[src/hdl/c6502_pkg.sv]
// Shared types, constants and helpers for the 6502 execute unit.
// No dependencies.
`default_nettype none

package c6502_pkg;

    // Operation codes carried on the mode field
    typedef enum logic [3:0] {
        MODE_LDA   = 4'd0,
        MODE_LDX   = 4'd1,
        MODE_LDY   = 4'd2,
        MODE_ORA   = 4'd3,
        MODE_LSR_A = 4'd4,
        MODE_LSR_M = 4'd5,
        MODE_ROL_A = 4'd6,
        MODE_ROL_M = 4'd7,
        MODE_ROR_A = 4'd8,
        MODE_ROR_M = 4'd9,
        MODE_PHA   = 4'd10,
        MODE_PHP   = 4'd11,
        MODE_PLA   = 4'd12,
        MODE_PLP   = 4'd13
    } mode_t;

    localparam logic [7:0] SIGN_BIT   = 8'h80;
    localparam logic [7:0] PUSH_BITS  = 8'b0011_0000;
    localparam logic [7:0] CARRY_BIT  = 8'h01;
    localparam logic [8:0] STACK_PAGE = 9'h100;

    localparam logic [7:0] SP_RESET    = 8'hFD;
    localparam logic [7:0] FLAGS_RESET = 8'h24;

    // Architectural registers
    typedef struct packed {
        logic [7:0] acc;
        logic [7:0] idx_x;
        logic [7:0] idx_y;
        logic [7:0] sp;
        logic [7:0] flags;
    } arch_t;

    // Per-operation side outputs
    typedef struct packed {
        logic [7:0] write_value;
        logic       write_enable;
        logic [8:0] stack_address;
        logic       uses_stack;
    } side_t;

    // Update N (bit 7) and Z (bit 1) from a result byte
    function automatic logic [7:0] set_nz(input logic [7:0] flags, input logic [7:0] v);
        logic [7:0] f;
        f    = flags;
        f[7] = v[7];
        f[1] = (v == 8'h00);
        return f;
    endfunction

endpackage

`default_nettype wire

[src/hdl/c6502_alu.sv]
// Combinational execute logic: one operation against the register file.
// Depends on c6502_pkg.
`default_nettype none

module c6502_alu (
    input  wire logic [3:0]       mode,
    input  wire logic [7:0]       operand,
    input  wire c6502_pkg::arch_t arch_cur,
    output c6502_pkg::arch_t      arch_new,
    output c6502_pkg::side_t      side
);

    logic [7:0] shift_src;
    logic [7:0] shift_res;
    logic       shift_c;
    logic [7:0] shift_flags;
    logic [7:0] sp_inc;

    // Shifter: source is A for the accumulator forms, else the operand word
    always_comb begin
        shift_src = mode[0] ? operand : arch_cur.acc;
        unique case (mode)
            c6502_pkg::MODE_ROL_A, c6502_pkg::MODE_ROL_M: begin
                shift_res = {shift_src[6:0], arch_cur.flags[0]};
                shift_c   = shift_src[7];
            end
            c6502_pkg::MODE_ROR_A, c6502_pkg::MODE_ROR_M: begin
                shift_res = {arch_cur.flags[0], shift_src[7:1]};
                shift_c   = shift_src[0];
            end
            default: begin
                shift_res = {1'b0, shift_src[7:1]};
                shift_c   = shift_src[0];
            end
        endcase
        shift_flags    = c6502_pkg::set_nz(arch_cur.flags, shift_res);
        shift_flags[0] = shift_c;
    end

    assign sp_inc = arch_cur.sp + 8'd1;

    // Operation decode
    always_comb begin
        arch_new           = arch_cur;
        side.write_value   = 8'h00;
        side.write_enable  = 1'b0;
        side.stack_address = c6502_pkg::STACK_PAGE | {1'b0, arch_cur.sp};
        side.uses_stack    = 1'b0;
        unique case (mode)
            c6502_pkg::MODE_LDA: begin
                arch_new.acc   = operand;
                arch_new.flags = c6502_pkg::set_nz(arch_cur.flags, operand);
            end
            c6502_pkg::MODE_LDX: begin
                arch_new.idx_x = operand;
                arch_new.flags = c6502_pkg::set_nz(arch_cur.flags, operand);
            end
            c6502_pkg::MODE_LDY: begin
                arch_new.idx_y = operand;
                arch_new.flags = c6502_pkg::set_nz(arch_cur.flags, operand);
            end
            c6502_pkg::MODE_ORA: begin
                arch_new.acc   = arch_cur.acc | operand;
                arch_new.flags = c6502_pkg::set_nz(arch_cur.flags, arch_cur.acc | operand);
            end
            c6502_pkg::MODE_LSR_A, c6502_pkg::MODE_ROL_A, c6502_pkg::MODE_ROR_A: begin
                arch_new.acc   = shift_res;
                arch_new.flags = shift_flags;
            end
            c6502_pkg::MODE_LSR_M, c6502_pkg::MODE_ROL_M, c6502_pkg::MODE_ROR_M: begin
                arch_new.flags    = shift_flags;
                side.write_value  = shift_res;
                side.write_enable = 1'b1;
            end
            c6502_pkg::MODE_PHA, c6502_pkg::MODE_PHP: begin
                side.write_value  = (mode == c6502_pkg::MODE_PHA) ? arch_cur.acc
                                  : (arch_cur.flags | c6502_pkg::PUSH_BITS);
                side.write_enable = 1'b1;
                side.uses_stack   = 1'b1;
                arch_new.sp       = arch_cur.sp - 8'd1;
            end
            c6502_pkg::MODE_PLA: begin
                side.uses_stack    = 1'b1;
                side.stack_address = c6502_pkg::STACK_PAGE | {1'b0, sp_inc};
                arch_new.sp        = sp_inc;
                arch_new.acc       = operand;
                arch_new.flags     = c6502_pkg::set_nz(arch_cur.flags, operand);
            end
            c6502_pkg::MODE_PLP: begin
                side.uses_stack    = 1'b1;
                side.stack_address = c6502_pkg::STACK_PAGE | {1'b0, sp_inc};
                arch_new.sp        = sp_inc;
                arch_new.flags     = (operand & ~c6502_pkg::PUSH_BITS)
                                   | (arch_cur.flags & c6502_pkg::PUSH_BITS);
            end
            default: begin
                // unused codes leave every register as it is
            end
        endcase
    end

endmodule

`default_nettype wire

[src/hdl/cpu6502_load_shift_stack_execute.sv]
// Top level of the 6502 load/shift/stack execute unit.
// Depends on c6502_pkg and c6502_alu.
//
//  channel | direction | words                                   | handshake
//  s_      | in        | mode, operand                           | s_valid / s_ready
//  m_      | out       | write/stack side outputs, A X Y P S     | m_valid / m_ready
//
// One word per cycle sustained while m_ready holds high; each word passes the
// input register, then executes into the result register. Registers update as an
// operation leaves the input register, so each word sees all earlier ones.
// Synchronous active-low reset: A, X, Y = 0, S = 0xFD, P = 0x24, both stages empty.
// A stall on m_ready holds the result register; the input register still takes
// one word, then s_ready drops until the result moves.
`default_nettype none

module cpu6502_load_shift_stack_execute (
    input  wire logic       aclk,
    input  wire logic       aresetn,
    input  wire logic       s_valid,
    output logic            s_ready,
    input  wire logic [3:0] s_mode,
    input  wire logic [7:0] s_operand,
    output logic            m_valid,
    input  wire logic       m_ready,
    output logic [7:0]      m_write_value,
    output logic            m_write_enable,
    output logic [8:0]      m_stack_address,
    output logic            m_uses_stack,
    output logic [7:0]      m_acc_out,
    output logic [7:0]      m_x_out,
    output logic [7:0]      m_y_out,
    output logic [7:0]      m_flags_out,
    output logic [7:0]      m_stack_pointer_out
);

    logic             in_valid_reg;
    logic [3:0]       mode_reg;
    logic [7:0]       operand_reg;
    logic             out_valid_reg;
    c6502_pkg::arch_t arch_reg;
    c6502_pkg::arch_t arch_next;
    c6502_pkg::side_t side_next;
    c6502_pkg::side_t side_reg;
    c6502_pkg::arch_t view_reg;
    logic             advance;
    logic             execute;

    // Pipeline control
    assign advance = !out_valid_reg || m_ready;
    assign execute = in_valid_reg && advance;
    assign s_ready = !in_valid_reg || advance;

    // Input register
    always_ff @(posedge aclk) begin
        if (!aresetn) begin
            in_valid_reg <= 1'b0;
        end else if (s_ready) begin
            in_valid_reg <= s_valid;
        end
        if (s_ready && s_valid) begin
            mode_reg    <= s_mode;
            operand_reg <= s_operand;
        end
    end

    c6502_alu u_alu (
        .mode     (mode_reg),
        .operand  (operand_reg),
        .arch_cur (arch_reg),
        .arch_new (arch_next),
        .side     (side_next)
    );

    // Architectural registers
    always_ff @(posedge aclk) begin
        if (!aresetn) begin
            arch_reg.acc   <= 8'h00;
            arch_reg.idx_x <= 8'h00;
            arch_reg.idx_y <= 8'h00;
            arch_reg.sp    <= c6502_pkg::SP_RESET;
            arch_reg.flags <= c6502_pkg::FLAGS_RESET;
        end else if (execute) begin
            arch_reg <= arch_next;
        end
    end

    // Result register
    always_ff @(posedge aclk) begin
        if (!aresetn) begin
            out_valid_reg <= 1'b0;
        end else if (advance) begin
            out_valid_reg <= in_valid_reg;
        end
        if (execute) begin
            side_reg <= side_next;
            view_reg <= arch_next;
        end
    end

    assign m_valid             = out_valid_reg;
    assign m_write_value       = side_reg.write_value;
    assign m_write_enable      = side_reg.write_enable;
    assign m_stack_address     = side_reg.stack_address;
    assign m_uses_stack        = side_reg.uses_stack;
    assign m_acc_out           = view_reg.acc;
    assign m_x_out             = view_reg.idx_x;
    assign m_y_out             = view_reg.idx_y;
    assign m_flags_out         = view_reg.flags;
    assign m_stack_pointer_out = view_reg.sp;

endmodule

`default_nettype wire

[config.mk]
export PLATFORM = sky130hd
export DESIGN_NAME = cpu6502_load_shift_stack_execute
export DESIGN_NICKNAME = d
export VERILOG_FILES = /design/src/hdl/c6502_pkg.sv /design/src/hdl/c6502_alu.sv /design/src/hdl/cpu6502_load_shift_stack_execute.sv
export SDC_FILE = /design/constraint.sdc
export NUM_CORES = 1
export LEC_CHECK = 0
export ABC_AREA = 1
export BUFFER_PORTS_ARGS = -buffer_cell sky130_fd_sc_hd__buf_2
export CORE_MARGIN = 2
export CORE_UTILIZATION = 58
export CTS_CLUSTER_DIAMETER = 40
export CTS_CLUSTER_SIZE = 28
export DETAILED_ROUTE_END_ITERATION = 10
export PLACE_DENSITY = 0.82
export SYNTH_ARGS = -nofsm -noshare
export SYNTH_HDL_FRONTEND = slang
export SYNTH_HIERARCHICAL = 1
export SYNTH_SLANG_ARGS = --single-unit
[constraint.sdc]
create_clock -name aclk -period 2.99 [get_ports aclk]
set_input_delay 0.299 -clock aclk [delete_from_list [all_inputs] [get_ports aclk]]
set_output_delay 0.299 -clock aclk [all_outputs]
set_load 0.02 [all_outputs]
-- Word level (Yosys, flattened, before mapping)
Cells that the tools add are included.
- $add $sub $neg: 2
- multiply operators: 0
- divide/modulo/power cells: 0
- order comparisons: 0
- equality and inequality tests: 13
- shift-type cells: 0
- mux-type cells: 12
- bitwise operators: 2
- reduce and logical (&&, ||, !) cells: 20
- operator list (operator ; number):
    two-way mux 8 bit ; 5
    case mux 8 bit (2 select lines) ; 2
    case mux 8 bit (4 select lines) ; 1
    equality test 4 bit, second input constant ; 6
    zero test 8 bit ; 3
    case mux 8 bit (3 select lines) ; 1
    case mux 9 bit (2 select lines) ; 1
    equality test 4 x 3 -> 1 bit, second input constant ; 4
    OR reduction 2 bit ; 5
    adder 8 x 1 -> 8 bit, second input constant ; 1
    equality test 4 x 2 -> 1 bit, second input constant ; 2
    OR 8 x 6 -> 8 bit ; 1
    OR 8 bit ; 1
    OR reduction 4 bit ; 2
    subtractor 8 x 1 -> 8 bit, second input constant ; 1
    OR reduction 3 bit ; 2
    OR reduction 6 bit ; 1
    equality test 4 x 1 -> 1 bit, second input constant ; 1
    zero test 4 bit ; 1
    logical AND 1 bit ; 2
    zero test 1 bit ; 2
    logical OR 1 bit ; 2
    two-way mux 1 bit ; 2
- register bits after elaboration: 113
- bits in latches: 0
- RAM bits: 0
- bits in read-only memories: 0
- bits of input ports: 16
- output and inout bits: 61
- logic and storage cells: 67
- memories kept: 0

-- Depth between registers and ports, before layout
- depth after elaboration: 5
- gate-level depth with buffers: 15
- mapped depth without buffers: 13

-- Modules after synthesis
The synthesis kept the hierarchy.
- by module, submodules not included (module ; times used ; cells each ; area each (µm²) ; sequential area each (µm²)):
    cpu6502_load_shift_stack_execute ; 1 ; 327 ; 3950.0 ; 2972.9
    c6502_alu ; 1 ; 317 ; 1576.5 ; 0.0

-- Least setup slack after synthesis
Ideal clock, no wire load.
- kind: register -> register
- start: register out_valid_reg (netlist: m_valid)
- end: register view_reg, in the netlist m_acc_out[0] (enable)
- setup time: 413 ps
- arrival time: 1942 ps
- data required time: 2577 ps
- path slack: 635 ps
- cell stages (with the launch flop): 5
- path buffers: 1
- clock period less this slack: 2355 ps
- cell sequence: dfxtp_1 > nand2_4 > nand2_1 > buf_4 > inv_1
- cells in the longest elaborated chain, start to end: 3
- RTL lines (element ; line ; source):
    start, declared ; cpu6502_load_shift_stack_execute.sv:39 ; logic out_valid_reg;
    start signal, assigned ; cpu6502_load_shift_stack_execute.sv:92 ; out_valid_reg <= in_valid_reg;
    zero test 1 bit ; cpu6502_load_shift_stack_execute.sv:49 ; assign advance = !out_valid_reg || m_ready;
    logical OR 1 bit ; cpu6502_load_shift_stack_execute.sv:49 ;
    logical AND 1 bit ; cpu6502_load_shift_stack_execute.sv:50 ; assign execute = in_valid_reg && advance;
    via execute ; cpu6502_load_shift_stack_execute.sv:46 ; logic execute;
    end signal, assigned ; cpu6502_load_shift_stack_execute.sv:96 ; view_reg <= arch_next;
    end, declared ; cpu6502_load_shift_stack_execute.sv:44 ; c6502_pkg::arch_t view_reg;
The timed path passes the listed nets, and every way through them passes these cells.
A chain may end at the register's enable or synchronous reset.

==> results.tsv <==
metric	value	unit
status	finished, final reports clean	
clkPwrFrac	0.462	
use_met3	0.0621	
endpoint	arch_reg[33]	
slowest_delay	0.74	ns
synthCells	644	
drt_iter0_markers	372	
routed_wl	13.6	mm
use_met2	0.443	
cts-resized-gates	0	
r2r-end	arch_reg[33]	
drcViolationCount	0	
fmax	0.422	GHz
fp.dieW	102	um
final_hold_viol_count	0	
p_comb_frac	0.120	
grt_use_met1	0.354	
final_min_period_over_clock_period	0.793	
yosys.area_share.simple	0.252	
cts_root_buffer	clkbuf_8	
cts_inserted_buffers	17	
setup_ws	0.619	ns
synth_seq_cells	113	
final_nets	738	
final_common_cell	nand2_1	
synth_top_family_by_area	simple AND/OR/NAND/NOR gates	
hold_path_class	in2reg	
synth-edff-count	71	
r2r_cells	10	
holdWs	0.0281	ns
top_usage_layer	met2	
p_switching	1.17	mW
ant_nets	0	
yosysSeqAreaShare	0.538	
synthToLayoutAreaGrowth	19.2	%
fin_util	0.713	
diodes	0	
muxShareOfSynthArea	0	
path_buf_inv	3	
setup_violations	0	
worst_setup_path_start_kind	flop	
cp-end-kind	flop	
cpMaxStageDelayCell	edfxtp_1	
num_io_pins	77	
grt_setup_unrepaired	no	
cp_data_required_time	3.44	ns
drtPass1Iterations	6	
clockBufferDepth	2	
synth-compound-area-share	0.109	
ctsHtreeMaxLevel	4	
p_total	4.38	mW
period_needed	2.37	ns
slew_headroom	0.451	
p_seq_frac	0.419	
via_per_inst	5.55	
tritoncts	yes	
wl_per_cell	15.8	um
yosysWarnings	6	
core_area	0.00924	mm^2
internal_power	3.22	mW
yosysUniqueCellTypes	36	
clkTransAtPathRegs	0.06	ns
grt_pass1_vias	4360	
power.density	665	mW/mm^2
largest_reg_flops	40	
ir_drop	0.373	mV
rows	35	
crit_fanout	17	
avgSynthCellArea	8.58	um^2
crit_start	mode_reg[0]	
synth-xor-area-share	0	
maxSlewViolCount	0	
cts.sinks	113	
maxCapViolCount	0	
swShare	0.266	
antenna_found_initial	0	
crit_arrival	2.82	ns
cpMostUsedCell	nand2_1	
power.leakage	2.82	nW
fin_area	0.00659	mm^2
dp_hpwl	8.91	mm
worstSetupPathType	reg2reg	
routabilityCongestion	0.974	
r2r_slack	0.62	ns
cp.depth	10	
synth_nets	663	
fin_skew	0.00936	ns
die_y	102	um
dp_cells	817	
grt_usage	0.274	
pre_cts_slack	0.730	ns
grt_remaining_overflow	0	
clock_latency	0.52	ns
critPathTopFamily	flip-flops	
dpl_cell_area	0.00587	mm^2
fin_cells	861	
start_util	0.598	
vias	4775	
drive_gt1_frac	0.197	
timing.rr.start	mode_reg[0]	
setup_tns	0	ns
grt_pass1_wl	21.4	mm
worst_slew_pin_slew	0.824	ns
grt_max_degree	73	
place.port_buffers	76	
synthAdderAreaFrac	0.00679	
synthArstFlopShare	0	
path_cells	inv_2 > nand2_1 > inv_1 > a31oi_1 > nand2_1 > o211ai_2 > inv_1 > nand3_1 > nand2_1 > nor2_1	
synth_flop_cell	edfxtp_1	
syn_area	0.00553	mm^2
die_area	0.0103	mm^2
layout_common_cells	nand2_1, nand3_1, buf_2	
## layout make-up
class	instances	area, um^2
Clock inverter	15	183
Multi-Input combinational cell	422	2040
Clock buffer	17	414
Sequential cell	113	2970
Fill cell	703	2650
Tap cell	129	161
Timing Repair Buffer	91	536
Inverter	74	280
## repair_timing
item,in CTS,in global routing
hold buffers,12,0
endpoints found under the hold margin,12,0
setup buffers,0,0
## power by group through the flow
stage | logic (mW) | registers (mW) | clock network, mW
floorplan | 0.333 | 1.90 | 0
CTS | 0.518 | 1.83 | 2.04
global placement | 0.488 | 1.86 | 0
global route | 0.581 | 1.85 | 2.11
finish | 0.524 | 1.84 | 2.02
detailed placement | 0.500 | 1.86 | 0
## Yosys cell counts, types with 7 or more instances
cell type | instances | area [um^2]
a21oi_1 | 34 | 170
buf_2 | 13 | 65.1
buf_4 | 11 | 82.6
dfxtp_1 | 42 | 841
edfxtp_1 | 71 | 2130
inv_1 | 66 | 248
inv_2 | 7 | 26.3
nand2_1 | 155 | 582
nand3_1 | 79 | 395
nand4_1 | 8 | 50.1
nor2_1 | 59 | 221
o211ai_2 | 8 | 100
o21ai_0 | 35 | 175
o21ai_1 | 9 | 45.0
## worst reg2reg max path, cell delays in order, from the launching register on
cell	delay (ns)
edfxtp_1	0.74
inv_2	0.23
nand2_1	0.13
inv_1	0.06
a31oi_1	0.54
nand2_1	0.15
o211ai_2	0.11
inv_1	0.06
nand3_1	0.08
nand2_1	0.07
nor2_1	0.13
## logic make-up after synthesis
kind of cell,after synthesis
other,1
buffers and inverters,109
AND/OR/NAND/NOR,317
AO/OA/AOI/OAI,101
flip-flops,113
adder cells (fa/ha/maj),3
## how the worst min path moves through the flow
stage | startpoint | to | slack (ns) | cells after the start
2_1_floorplan | s_mode[0] | mode_reg[0] | 0.40 | 0
3_3_place_gp | arch_reg[4] | m_flags_out[4] | 0.44 | 0
3_5_place_dp | arch_reg[5] | m_flags_out[5] | 0.45 | 0
4_1_cts | s_valid | in_valid_reg | 0.01 | 3
5_1_grt | s_valid | in_valid_reg | 0.03 | 3
6_report | s_valid | in_valid_reg | 0.03 | 3
## layer usage
metal	up-vias	share of wire
li1	2305	-
met1	2217	0.42
met2	226	0.49
met3	27	0.067
met4	0	0.022
met5	-	0
Power figures use the tool's default switching activity.
